## src/spectrum512_pixel_group_decode_macros.svh

```systemverilog
// ----------------------------------------------------------------------------
// Assertion macros for the pixel group decoder
// Shared property shapes, all clocked on clk and disabled while in reset.
// ----------------------------------------------------------------------------
`ifndef SPECTRUM512_PIXEL_GROUP_DECODE_MACROS_SVH
`define SPECTRUM512_PIXEL_GROUP_DECODE_MACROS_SVH

// The consequent must hold in the same cycle as the antecedent.
`define SPC_ASSERT_SAME(label, ante, cons, msg) \
  label: assert property (@(posedge clk) disable iff (!rst_n) (ante) |-> (cons)) \
    else $error(msg);

// The consequent must hold in the cycle after the antecedent.
`define SPC_ASSERT_NEXT(label, ante, cons, msg) \
  label: assert property (@(posedge clk) disable iff (!rst_n) (ante) |=> (cons)) \
    else $error(msg);

`endif

```

## src/spc_pkg.sv

```systemverilog
// ----------------------------------------------------------------------------
// spc_pkg
// Types, constants and helper functions shared by the pixel group decoder.
// ----------------------------------------------------------------------------
package spc_pkg;

  // Pixels carried by one decode request.
  localparam int GROUP_PIXELS = 16;
  localparam int LANE_W       = $clog2(GROUP_PIXELS);

  // Field widths of the stream.
  localparam int IDX_W    = 6;
  localparam int RAW_W    = 16;
  localparam int COL_W    = 5;
  localparam int PLANE_W  = 16;
  localparam int COLOR_W  = 4;
  localparam int XPOS_W   = COL_W + LANE_W;
  localparam int ENTRY_W  = 9;
  localparam int PIXEL_W  = 16;
  localparam int IN_DATA_W  = 96;
  localparam int OUT_DATA_W = 16;

  // Window arithmetic: x1 = 10c - 5 (odd c) or 10c + 1 (even c).
  localparam int CALC_W      = 10;
  localparam int WINDOW_W    = 160;
  localparam int X1_ODD_OFS  = 5;
  localparam int X1_EVEN_OFS = 1;

  // Mode codes carried on tuser.
  localparam logic MODE_LOAD   = 1'b0;
  localparam logic MODE_DECODE = 1'b1;

  // Request held between the input stage and the serialiser.
  typedef struct packed {
    logic                                  is_decode;
    logic [IDX_W-1:0]                      wr_index;
    logic [ENTRY_W-1:0]                    wr_value;
    logic [GROUP_PIXELS-1:0][IDX_W-1:0]    idx;
  } spc_slot_t;

  // Pack a raw palette word into red, green and blue 3-bit fields.
  function automatic logic [ENTRY_W-1:0] pal_pack(input logic [RAW_W-1:0] v);
    pal_pack = {v[10:8], v[6:4], v[2:0]};
  endfunction

  // Expand a stored entry into the 16-bit output pixel layout.
  function automatic logic [PIXEL_W-1:0] pal_rgb16(input logic [ENTRY_W-1:0] e);
    pal_rgb16 = {e[8:6], 2'b00, e[5:3], 3'b000, e[2:0], 2'b00};
  endfunction

endpackage

```

## src/spc_ram.sv

```systemverilog
// ----------------------------------------------------------------------------
// spc_ram
// Generic simple dual-port RAM: one write port, one registered read port.
// ----------------------------------------------------------------------------
module spc_ram #(
  parameter int WIDTH = 9,
  parameter int DEPTH = 48
) (
  input  logic                     clk,
  input  logic                     we,
  input  logic [$clog2(DEPTH)-1:0] waddr,
  input  logic [WIDTH-1:0]         wdata,
  input  logic                     re,
  input  logic [$clog2(DEPTH)-1:0] raddr,
  output logic [WIDTH-1:0]         rdata
);

  logic [WIDTH-1:0] mem [DEPTH];
  logic [WIDTH-1:0] rdata_r;

  // A read in the same cycle as a write to the same address returns old data.
  always_ff @(posedge clk) begin
    if (we) begin
      mem[waddr] <= wdata;
    end
    if (re) begin
      rdata_r <= mem[raddr];
    end
  end

  assign rdata = rdata_r;

endmodule

```

## src/spc_lane.sv

```systemverilog
// ----------------------------------------------------------------------------
// spc_lane
// One pixel lane: picks the palette entry for a colour at a line position.
// ----------------------------------------------------------------------------
module spc_lane
  import spc_pkg::*;
(
  input  logic [COLOR_W-1:0] color,
  input  logic [XPOS_W-1:0]  xpos,
  output logic [IDX_W-1:0]   entry
);

  logic [CALC_W-1:0] ten_c;
  logic [CALC_W-1:0] x1;
  logic [CALC_W-1:0] x2;
  logic [CALC_W-1:0] xw;

  // Ten times the colour as a shift-and-add, then the window edges.
  always_comb begin
    ten_c = CALC_W'({color, 3'b000}) + CALC_W'({color, 1'b0});
    if (color[0]) begin
      x1 = ten_c - CALC_W'(X1_ODD_OFS);
    end else begin
      x1 = ten_c + CALC_W'(X1_EVEN_OFS);
    end
    x2 = x1 + CALC_W'(WINDOW_W);
    xw = CALC_W'(xpos);
  end

  // Third window selects c+32, the middle one c+16, otherwise c itself.
  always_comb begin
    if (xw >= x2) begin
      entry = {2'b10, color};
    end else if (xw >= x1) begin
      entry = {2'b01, color};
    end else begin
      entry = {2'b00, color};
    end
  end

endmodule

```

## src/spc_merge.sv

```systemverilog
// ----------------------------------------------------------------------------
// spc_merge
// Serialises the lane results through the palette RAM into the pixel stream.
// ----------------------------------------------------------------------------
module spc_merge
  import spc_pkg::*;
#(
  parameter int PALETTE_ENTRIES = 48
) (
  input  logic                  clk,
  input  logic                  rst_n,
  input  logic                  slot_v,
  input  spc_slot_t             slot,
  output logic                  take,
  output logic                  out_tvalid,
  input  logic                  out_tready,
  output logic [OUT_DATA_W-1:0] out_tdata,
  output logic                  out_tlast
);

  localparam int AW = $clog2(PALETTE_ENTRIES);

  logic                               act_v_r;
  logic [GROUP_PIXELS-1:0][IDX_W-1:0] act_idx_r;
  logic [LANE_W-1:0]                  cnt_r;
  logic                               rd_v_r;
  logic                               rd_last_r;
  logic                               out_v_r;
  logic [PIXEL_W-1:0]                 out_data_r;
  logic                               out_last_r;

  logic               out_free;
  logic               rd_free;
  logic               issue;
  logic               act_done;
  logic               we;
  logic [ENTRY_W-1:0] rdata;

  // Flow control: a read is issued only when its data has somewhere to go.
  always_comb begin
    out_free = !out_v_r || out_tready;
    rd_free  = !rd_v_r || out_free;
    issue    = act_v_r && rd_free;
    act_done = issue && (&cnt_r);
    take     = slot_v && (!act_v_r || act_done);
    we       = take && !slot.is_decode && (slot.wr_index < IDX_W'(PALETTE_ENTRIES));
  end

  // Palette store; loads land only once earlier groups have issued all reads.
  spc_ram #(
    .WIDTH (ENTRY_W),
    .DEPTH (PALETTE_ENTRIES)
  ) u_palette (
    .clk   (clk),
    .we    (we),
    .waddr (AW'(slot.wr_index)),
    .wdata (slot.wr_value),
    .re    (issue),
    .raddr (AW'(act_idx_r[cnt_r])),
    .rdata (rdata)
  );

  // Active group, pixel counter and the read and output stages.
  always_ff @(posedge clk) begin
    if (!rst_n) begin
      act_v_r <= 1'b0;
      cnt_r   <= '0;
      rd_v_r  <= 1'b0;
      out_v_r <= 1'b0;
    end else begin
      if (take) begin
        act_v_r <= slot.is_decode;
        cnt_r   <= '0;
      end else begin
        if (act_done) begin
          act_v_r <= 1'b0;
        end
        if (issue) begin
          cnt_r <= cnt_r + 1'b1;
        end
      end
      if (issue) begin
        rd_v_r <= 1'b1;
      end else if (out_free) begin
        rd_v_r <= 1'b0;
      end
      if (out_free) begin
        out_v_r <= rd_v_r;
      end
    end
  end

  // Payload registers need no reset.
  always_ff @(posedge clk) begin
    if (take) begin
      act_idx_r <= slot.idx;
    end
    if (issue) begin
      rd_last_r <= &cnt_r;
    end
    if (out_free && rd_v_r) begin
      out_data_r <= pal_rgb16(rdata);
      out_last_r <= rd_last_r;
    end
  end

  assign out_tvalid = out_v_r;
  assign out_tdata  = out_data_r;
  assign out_tlast  = out_last_r;

endmodule

```

## src/spectrum512_pixel_group_decode.sv

```systemverilog
// Path: a taken request passes the holding slot, the active group register, the palette
// RAM read register and the output register. Throughput: one pixel per cycle while the
// output is not stalled. The single read port of the palette RAM sets this figure.
// Reset: synchronous, active low; clears handshake and sequencing state only.
// The palette holds no reset value and must be loaded before it is read.
// ----------------------------------------------------------------------------
// spectrum512_pixel_group_decode
// Decodes 16-pixel bitplane groups of a palette-switching raster line.
// ----------------------------------------------------------------------------
`include "spectrum512_pixel_group_decode_macros.svh"

module spectrum512_pixel_group_decode
  import spc_pkg::*;
#(
  parameter int PALETTE_ENTRIES = 48
) (
  input  logic                  clk,
  input  logic                  rst_n,
  input  logic                  in_tvalid,
  output logic                  in_tready,
  // tdata from bit 0: entry_index[5:0], entry_value[21:6], group_column[26:22],
  // plane0_word[42:27], plane1_word[58:43], plane2_word[74:59],
  // plane3_word[90:75], zero fill[95:91]
  input  logic [IN_DATA_W-1:0]  in_tdata,
  // tuser: mode (0 load palette entry, 1 decode group)
  input  logic                  in_tuser,
  output logic                  out_tvalid,
  input  logic                  out_tready,
  // tdata: pixel_color[15:0]
  output logic [OUT_DATA_W-1:0] out_tdata,
  // tlast: last_pixel
  output logic                  out_tlast
);

  logic [IDX_W-1:0]   f_index;
  logic [RAW_W-1:0]   f_value;
  logic [COL_W-1:0]   f_col;
  logic [PLANE_W-1:0] f_p0;
  logic [PLANE_W-1:0] f_p1;
  logic [PLANE_W-1:0] f_p2;
  logic [PLANE_W-1:0] f_p3;

  logic                               slot_v_r;
  spc_slot_t                          slot_r;
  spc_slot_t                          slot_nxt;
  logic                               take;
  logic                               in_req;
  logic [GROUP_PIXELS-1:0][IDX_W-1:0] lane_entry;

  // Unpack the request.
  assign f_index = in_tdata[5:0];
  assign f_value = in_tdata[21:6];
  assign f_col   = in_tdata[26:22];
  assign f_p0    = in_tdata[42:27];
  assign f_p1    = in_tdata[58:43];
  assign f_p2    = in_tdata[74:59];
  assign f_p3    = in_tdata[90:75];

  // One lane per pixel; bit 15 of each plane is the leftmost pixel.
  for (genvar t = 0; t < GROUP_PIXELS; t++) begin : g_lane
    localparam int BIT = GROUP_PIXELS - 1 - t;
    spc_lane u_lane (
      .color ({f_p3[BIT], f_p2[BIT], f_p1[BIT], f_p0[BIT]}),
      .xpos  ({f_col, LANE_W'(t)}),
      .entry (lane_entry[t])
    );
  end

  // The holding slot frees as the serialiser takes it.
  assign in_tready = !slot_v_r || take;
  assign in_req    = in_tvalid && in_tready;

  always_comb begin
    slot_nxt.is_decode = (in_tuser == MODE_DECODE);
    slot_nxt.wr_index  = f_index;
    slot_nxt.wr_value  = pal_pack(f_value);
    slot_nxt.idx       = lane_entry;
  end

  always_ff @(posedge clk) begin
    if (!rst_n) begin
      slot_v_r <= 1'b0;
    end else if (in_req) begin
      slot_v_r <= 1'b1;
    end else if (take) begin
      slot_v_r <= 1'b0;
    end
  end

  always_ff @(posedge clk) begin
    if (in_req) begin
      slot_r <= slot_nxt;
    end
  end

  // Palette RAM, pixel sequencing and the output register.
  spc_merge #(
    .PALETTE_ENTRIES (PALETTE_ENTRIES)
  ) u_merge (
    .clk        (clk),
    .rst_n      (rst_n),
    .slot_v     (slot_v_r),
    .slot       (slot_r),
    .take       (take),
    .out_tvalid (out_tvalid),
    .out_tready (out_tready),
    .out_tdata  (out_tdata),
    .out_tlast  (out_tlast)
  );

  // Checks on the holding slot.
  `SPC_ASSERT_SAME(a_take_needs_slot, take, slot_v_r, "slot taken while empty")
  `SPC_ASSERT_NEXT(a_req_fills_slot, in_req, slot_v_r, "accepted request not held")
  `SPC_ASSERT_NEXT(a_slot_holds, slot_v_r && !take, slot_v_r && $stable(slot_r), "slot lost")

endmodule

```

## config.mk

```make
export PLATFORM = sky130hd
export DESIGN_NAME = spectrum512_pixel_group_decode
export DESIGN_NICKNAME = d
export VERILOG_FILES = /design/src/spc_pkg.sv /design/src/spc_ram.sv /design/src/spc_lane.sv /design/src/spc_merge.sv /design/src/spectrum512_pixel_group_decode.sv
export VERILOG_INCLUDE_DIRS = /design/src /design/src/src
export SDC_FILE = /design/constraint.sdc
export NUM_CORES = 1
export LEC_CHECK = 0
export BUFFER_PORTS_ARGS = -buffer_cell sky130_fd_sc_hd__buf_2
export CAP_MARGIN = 10
export CORE_UTILIZATION = 60
export DETAILED_ROUTE_END_ITERATION = 7
export PLACE_DENSITY = 0.78
export SLEW_MARGIN = 20
export SYNTH_ARGS = -nofsm -noshare
export SYNTH_HDL_FRONTEND = slang
export SYNTH_SLANG_ARGS = --single-unit
```

## constraint.sdc

```tcl
create_clock -name clk -period 14.59 [get_ports clk]
set_input_delay 0.7295 -clock clk [delete_from_list [all_inputs] [get_ports clk]]
set_output_delay 0.7295 -clock clk [all_outputs]
set_load 0.02 [all_outputs]
```

**After elaboration in Yosys (flattened, before gate mapping)**

Memories as Yosys holds them, arrays and structs flattened. A register that Yosys moved wholly into a read port is not among the register bits.
Cells that the tools add are included.

- Register bits: 227
- Bits in latches: 0
- Memory bits (writable): 432
- Memory bits (read-only): 0
- Bits of input ports: 101
- Word-level logic and storage cells: 239
- Memories kept: 1

Memories:

| memory | words | width | rd ports | clocked after Yosys merged registers in | wr ports | RTL line | RTL |
|---|---|---|---|---|---|---|---|
| u_merge.u_palette.mem | 48 | 9 | 1 | 1 | 1 | spc_ram.sv:18 | `logic [WIDTH-1:0] mem [DEPTH];` |

- Add/sub/neg operators: 65
- Multipliers: 0
- Divide/modulo/power cells: 0
- $lt $le $gt $ge: 34
- Equality and inequality tests: 0
- Shift-type cells: 0
- Muxes and demuxes: 58
- Bitwise gates (word level): 1
- Reductions and logical operators: 21

Operator list:

| operator | number |
|---|---|
| $ge A9 B10 Y1 | 32 |
| $add A10 B1 Y10 const B | 16 |
| $add A10 B8 Y10 const B | 16 |
| $mux W10 | 16 |
| $sub A10 B3 Y10 const B | 16 |
| $add A7 B5 Y8 | 16 |
| $mux W5 | 16 |
| $mux W4 | 16 |
| $bmux W6 S4 | 1 |
| $mux W1 | 8 |
| $logic_and A1 B1 Y1 | 7 |
| $lt A6 B6 Y1 const B | 1 |
| $mux W6 | 1 |
| $reduce_bool A2 Y1 | 3 |
| $logic_not A1 Y1 | 5 |
| $lt A4 B5 Y1 const B | 1 |
| $add A4 B1 Y4 const B | 1 |
| $logic_or A1 B1 Y1 | 4 |
| $reduce_and A4 Y1 | 1 |
| $reduce_or A2 Y1 | 1 |
| $not A1 Y1 | 1 |

**Logic depth before layout (Yosys ltp)**

- Word-level depth: 11
- Depth in mapped cells: 15

**By module**

Synthesis repeated with hierarchy kept, for this count alone.

- Cells, all modules: 2,608
- Area, all modules: 35,866.9 µm²

By module, submodules not included:

| module | times used | cells each | area an instance (µm²) | seq. area each (µm²) |
|---|---|---|---|---|
| spc_ram | 1 | 880 | 17,309.1 | 13,242.7 |
| spc_lane at g_lane[14].u_lane ... | 10 | 86 | 656.9 | 0.0 |
| spc_merge | 1 | 208 | 4,399.2 | 3,353.2 |
| spc_lane at g_lane[0].u_lane ... | 5 | 91 | 700.7 | 0.0 |
| spectrum512_pixel_group_decode | 1 | 119 | 3,428.3 | 3,383.2 |
| spc_lane at g_lane[9].u_lane | 1 | 86 | 658.1 | 0.0 |

**Worst setup path after synthesis**

No wires, ideal clock.

- Path type: reg-to-reg
- Start: register u_merge.cnt_r[2]
- End: register slot_r[0] in the netlist's numbering, enable pin
- Arrival: 6,657 ps
- Required time: 13,970 ps
- Slack: 7,313 ps
- Cell stages (with the launch flop): 9
- Clock period less this slack: 7,277 ps
- Cells stage by stage: dfxtp_1 buf_4 buf_6 clkbuf_1 and3_1 nand2_1 nand2_1 inv_1 a21oi_1

- Word-level cells in the longest chain between the ends: 6

Ends and longest elaborated chain:

| what | RTL line | RTL |
|---|---|---|
| start, declared | spc_merge.sv:25 | `logic [LANE_W-1:0] cnt_r;` |
| start signal, assigned | spc_merge.sv:79 | `cnt_r <= cnt_r + 1'b1;` |
| $reduce_and A4 Y1 | spc_merge.sv:44 | `act_done = issue && (&cnt_r);` |
| $logic_and A1 B1 Y1 | spc_merge.sv:44 |  |
| $logic_or A1 B1 Y1 | spc_merge.sv:45 | `take = slot_v && (!act_v_r \|\| act_done);` |
| $logic_and A1 B1 Y1 | spc_merge.sv:45 |  |
| $logic_or A1 B1 Y1 | spectrum512_pixel_group_decode.sv:70 | `assign in_tready = !slot_v_r \|\| take;` |
| $logic_and A1 B1 Y1 | spectrum512_pixel_group_decode.sv:71 | `assign in_req = in_tvalid && in_tready;` |
| net in_req | spectrum512_pixel_group_decode.sv:47 | `logic in_req;` |
| end signal, assigned | spectrum512_pixel_group_decode.sv:92 | `slot_r <= slot_nxt;` |
| end, declared | spectrum512_pixel_group_decode.sv:44 | `spc_slot_t slot_r;` |

The timed path passes the listed nets, and every way through them passes these cells.
A chain may end at the register's enable or synchronous reset.

**Worst setup path in the final report**

- Start: register u_merge.cnt_r[1]
- End: register u_merge.u_palette.rdata_r[3], in the netlist u_merge.u_palette.rdata[3], read port of u_merge.u_palette.mem, data pin

- Word-level cells in the longest chain between the ends: 2

Ends and longest elaborated chain:

| what | RTL line | RTL |
|---|---|---|
| $bmux W6 S4 | spc_merge.sv:59 | `.raddr (AW'(act_idx_r[cnt_r])),` |
| $mux W6 (not written as such) | spc_merge.sv:59 |  |
| end, declared | spc_ram.sv:19 | `logic [WIDTH-1:0] rdata_r;` |

Every way passes these cells. The select of a mux whose other input is x is not followed.

==> impl_metrics.py <==
metrics = {
    "outcome": {
        "status": "finished clean",
    },
    "timing": {
        "fin_crit_sh_pct": 34.6,
        "rsz0062_at_grt": "no",
        "final.setup_skew_ps": 27.8,
        "setup_tns_ps": 0,
        "setup_ws_ps": 9540,
        "drv_slew": 0,
        "setup_viol": 0,
        "fin_crit_ps": 5050,
        "fmax_mhz": 198,
        "tightest_slew_ps": 1130,
        "hold_viol": 0,
        "slew-limit-headroom_pct": 24.2,
    },
    "worst_setup_path": {
        "crit_fanout": 73,
        "r2r-start": "u_merge.cnt_r[1]$_SDFFE_PP0P_",
        "slowest_stage": "buf_4",
        "r2r_cells": 11,
        "reg2reg_slack_ps": 9540,
        "path_cells": "buf_4 > mux4_2 > o22a_2 > buf_4 > nand2_4 > buf_4 > buf_4 > a211oi_1 > a311oi_1 > nor3_1 > o2111ai_1",
        "end_kind": "register",
        "r2r-end": "u_merge.u_palette.rdata[3]$_DFFE_PP_",
        "crit_top_cell": "buf_4",
        "cp.required_ps": 15020,
        "cpPeakStageDelay_ps": 730,
        "critPathKind": "register to register",
        "cp-start-kind": "register",
        "arrival_ps": 5480,
        "critPathTopFamily": "buffers and inverters",
        "worst-path-buf-inv": 4,
    },
    "pwr": {
        "irDropWorstVdd_mv": 0.0757,
        "p_per_area_nw_per_um2": 124,
        "design_power_total_w": 0.00447,
        "leakage_nw": 13.1,
    },
    "finish": {
        "multi_input_area_um2": 12100,
        "final_common_cell": "edfxtp_1",
        "layout_common_cells": "edfxtp_1 (660), nand2_1 (242), ha_1 (207)",
        "layout.area.seq_um2": 20000,
        "areaGrowthSynthToFinish_pct": 9.65,
        "fin_util_pct": 66.8,
        "final_layout_size_suffix_gt1_share_pct": 11.1,
        "fillCellCount": 3717,
        "nNetsFinal": 2915,
    },
    "placed_design": {
        "place_ws_ps": 9640,
        "routabilityCongestion": 0.856,
        "dp_hpwl_um": 48400,
        "port_buffers": 100,
    },
    "detailed_routing": {
        "routed_via_density": 6.36,
        "drt_iter0_markers": 2144,
        "drcViolationCount": 0,
        "vias": 21200,
        "wire_per_inst_um": 22.7,
        "ant_nets": 0,
        "routed_wirelength_um": 75900,
        "drtPass1Iterations": 6,
    },
    "global_routing": {
        "antenna_found_initial": 12,
        "grt_overflow": 0,
        "grt_max_degree": 81,
        "grtUsageTotal_pct": 27.3,
        "grt_pass1_vias": 21100,
        "grt_pass1_wl_um": 117000,
    },
    "worst_hold_path": {
        "holdPathStages": 1,
        "worstHoldStart": "in_tuser",
        "holdPathEnd": "slot_r[111]$_DFFE_PP_",
        "hold_class": "primary input to register",
    },
    "logic_synthesis": {
        "syn_area_per_cell_um2": 13.2,
        "yosys_warnings": 0,
        "ys_ff_latch": 668,
        "synth_edf_count": 660,
        "ys_seq_area_share_pct": 60.7,
        "synth.cell_area_um2": 32900,
        "ys_types": 87,
        "synth_top_cells_by_area": "edfxtp_1 (60%), ha_1 (7.9%), nand2_1 (2.8%), a21oi_1 (2.7%), xnor2_1 (2.2%)",
        "ys.flop_type": "edfxtp_1",
        "synthCells": 2488,
        "async_flop_share_pct": 0,
        "synth_top_area_share_pct": 60.3,
        "synth_area_leader_cell": "edfxtp_1",
    },
    "clock_tree": {
        "postCtsHoldBufs": 0,
        "cts_max_path_buffers": 3,
        "cts_num_sinks": 668,
        "cts_tree": "yes",
        "cts_root_buf": "clkbuf_16",
        "cts_buffers": 67,
        "cts_max_level": 3,
        "insertion_delay_ps": 610,
        "post_cts_buffers": 0,
        "clkTransAtPathRegs_ps": 60,
        "cts_resized": 0,
    },
    "floorplanning": {
        "initial_core_util_pct": 60.9,
        "dieArea_um2": 55800,
        "io_pins": 120,
        "rows": 85,
        "core_um2": 54000,
        "die_w_um": 236,
        "die_h_um": 236,
    },
    "job": {
        "drv_cap": 0,
    },
}
## cell families after synthesis
| kind of cell | after synthesis | share of synthesized area (%) |
|---|---|---|
| xor gates and xnor gates | 123 | 3.27 |
| AOI/OAI and AO/OA | 561 | 11.9 |
| and+or+nand+nor | 641 | 9.47 |
| adders and majority gates | 225 | 8.91 |
| other | 1 | 0.0114 |
| DFF | 668 | 60.7 |
| buffers and inverters | 195 | 2.65 |
| muxes | 74 | 3.07 |
## final cells by class
| cell class | count | area share [%] |
|---|---|---|
| antenna | 5 | 0.0347 |
| clock buffer | 82 | 5.04 |
| clock inverter | 33 | 0.642 |
| inverter | 95 | 0.992 |
| multi-input combinational | 1631 | 33.5 |
| sequential | 668 | 55.4 |
| tap | 696 | 2.41 |
| timing repair buffer | 128 | 1.97 |
## report_power, final
group          internal [W]  leakage [nW]  switching [W]
logic              0.000241          6.00       0.000399
registers           0.00218          6.13      0.0000180
clock network      0.000935          1.00       0.000696
## per-stage QoR
stage	cell area (um^2)	instances	hold WS, ps
after global routing	36100	3335	281
after CTS	36100	3333	281
after detailed placement	34000	3218	405
after global placement	34000	3218	401
final	36100	3338	296
after floorplan	32900	2494	400
## worst reg2reg max path: stages (launching register included)
cell       delay (ps)
dfxtp_1           310
buf_4             400
mux4_2            660
o22a_2            260
buf_4             370
nand2_4           510
buf_4             740
buf_4             670
a211oi_1          210
a311oi_1          350
nor3_1            130
o2111ai_1         260
## Yosys cell counts (9+ instances only)
library cell	n
edfxtp_1	660
nand2_1	242
ha_1	207
a21oi_1	176
nor2_1	125
inv_1	94
xnor2_1	81
and3_1	77
a211oi_1	69
clkbuf_1	46
xor2_1	42
nor3_1	36
o21ai_0	36
nand3_1	34
buf_2	31
mux2i_1	31
nor2b_1	31
a211o_1	30
a31oi_1	30
a21o_1	29
a311oi_1	28
nand2b_1	24
mux2_2	23
o21a_1	23
mux4_2	18
fa_1	16
o21bai_1	15
a22oi_1	12
nor3b_1	12
o211ai_1	12
buf_4	11
a21boi_0	10
a32o_1	9
a32oi_1	9
and2_1	9
## per-layer routing
layer	vias to the layer above	GRT usage (%)	wire, um	part of all wire, %
met5	-	0	76	0.10
met4	14	10.5	2780	3.7
met3	178	5.20	6000	7.9
met2	947	46.3	37600	50
met1	10400	34.7	29500	39
li1	9671	-	-	-
## registers in the layout (all words and copies together), names as in the netlist
name / flops
u_merge.u_palette.mem: 432
slot_r: 112
u_merge.act_idx_r: 96
u_merge.out_tdata: 9
u_merge.u_palette.rdata: 9
u_merge.cnt_r: 4
slot_v_r: 1
u_merge.act_v_r: 1
u_merge.out_tlast: 1
u_merge.out_tvalid: 1
u_merge.rd_last_r: 1
u_merge.rd_v_r: 1
## worst max path at each step
stage / slack (ps) / to / depth (start not counted) / startpoint
CTS: 9600 / u_merge.u_palette.rdata[3]$_DFFE_PP_ / 11 / u_merge.cnt_r[1]$_SDFFE_PP0P_
global route: 9310 / u_merge.u_palette.rdata[3]$_DFFE_PP_ / 11 / u_merge.cnt_r[1]$_SDFFE_PP0P_
floorplan: 7310 / slot_r[0]$_DFFE_PP_ / 8 / u_merge.cnt_r[2]$_SDFFE_PP0P_
global placement: 9700 / u_merge.u_palette.rdata[7]$_DFFE_PP_ / 11 / u_merge.cnt_r[1]$_SDFFE_PP0P_
detailed placement: 9640 / u_merge.u_palette.rdata[3]$_DFFE_PP_ / 11 / u_merge.cnt_r[1]$_SDFFE_PP0P_
finish: 9540 / u_merge.u_palette.rdata[3]$_DFFE_PP_ / 11 / u_merge.cnt_r[1]$_SDFFE_PP0P_
No activity file was read; power rests on OpenSTA's default activity.
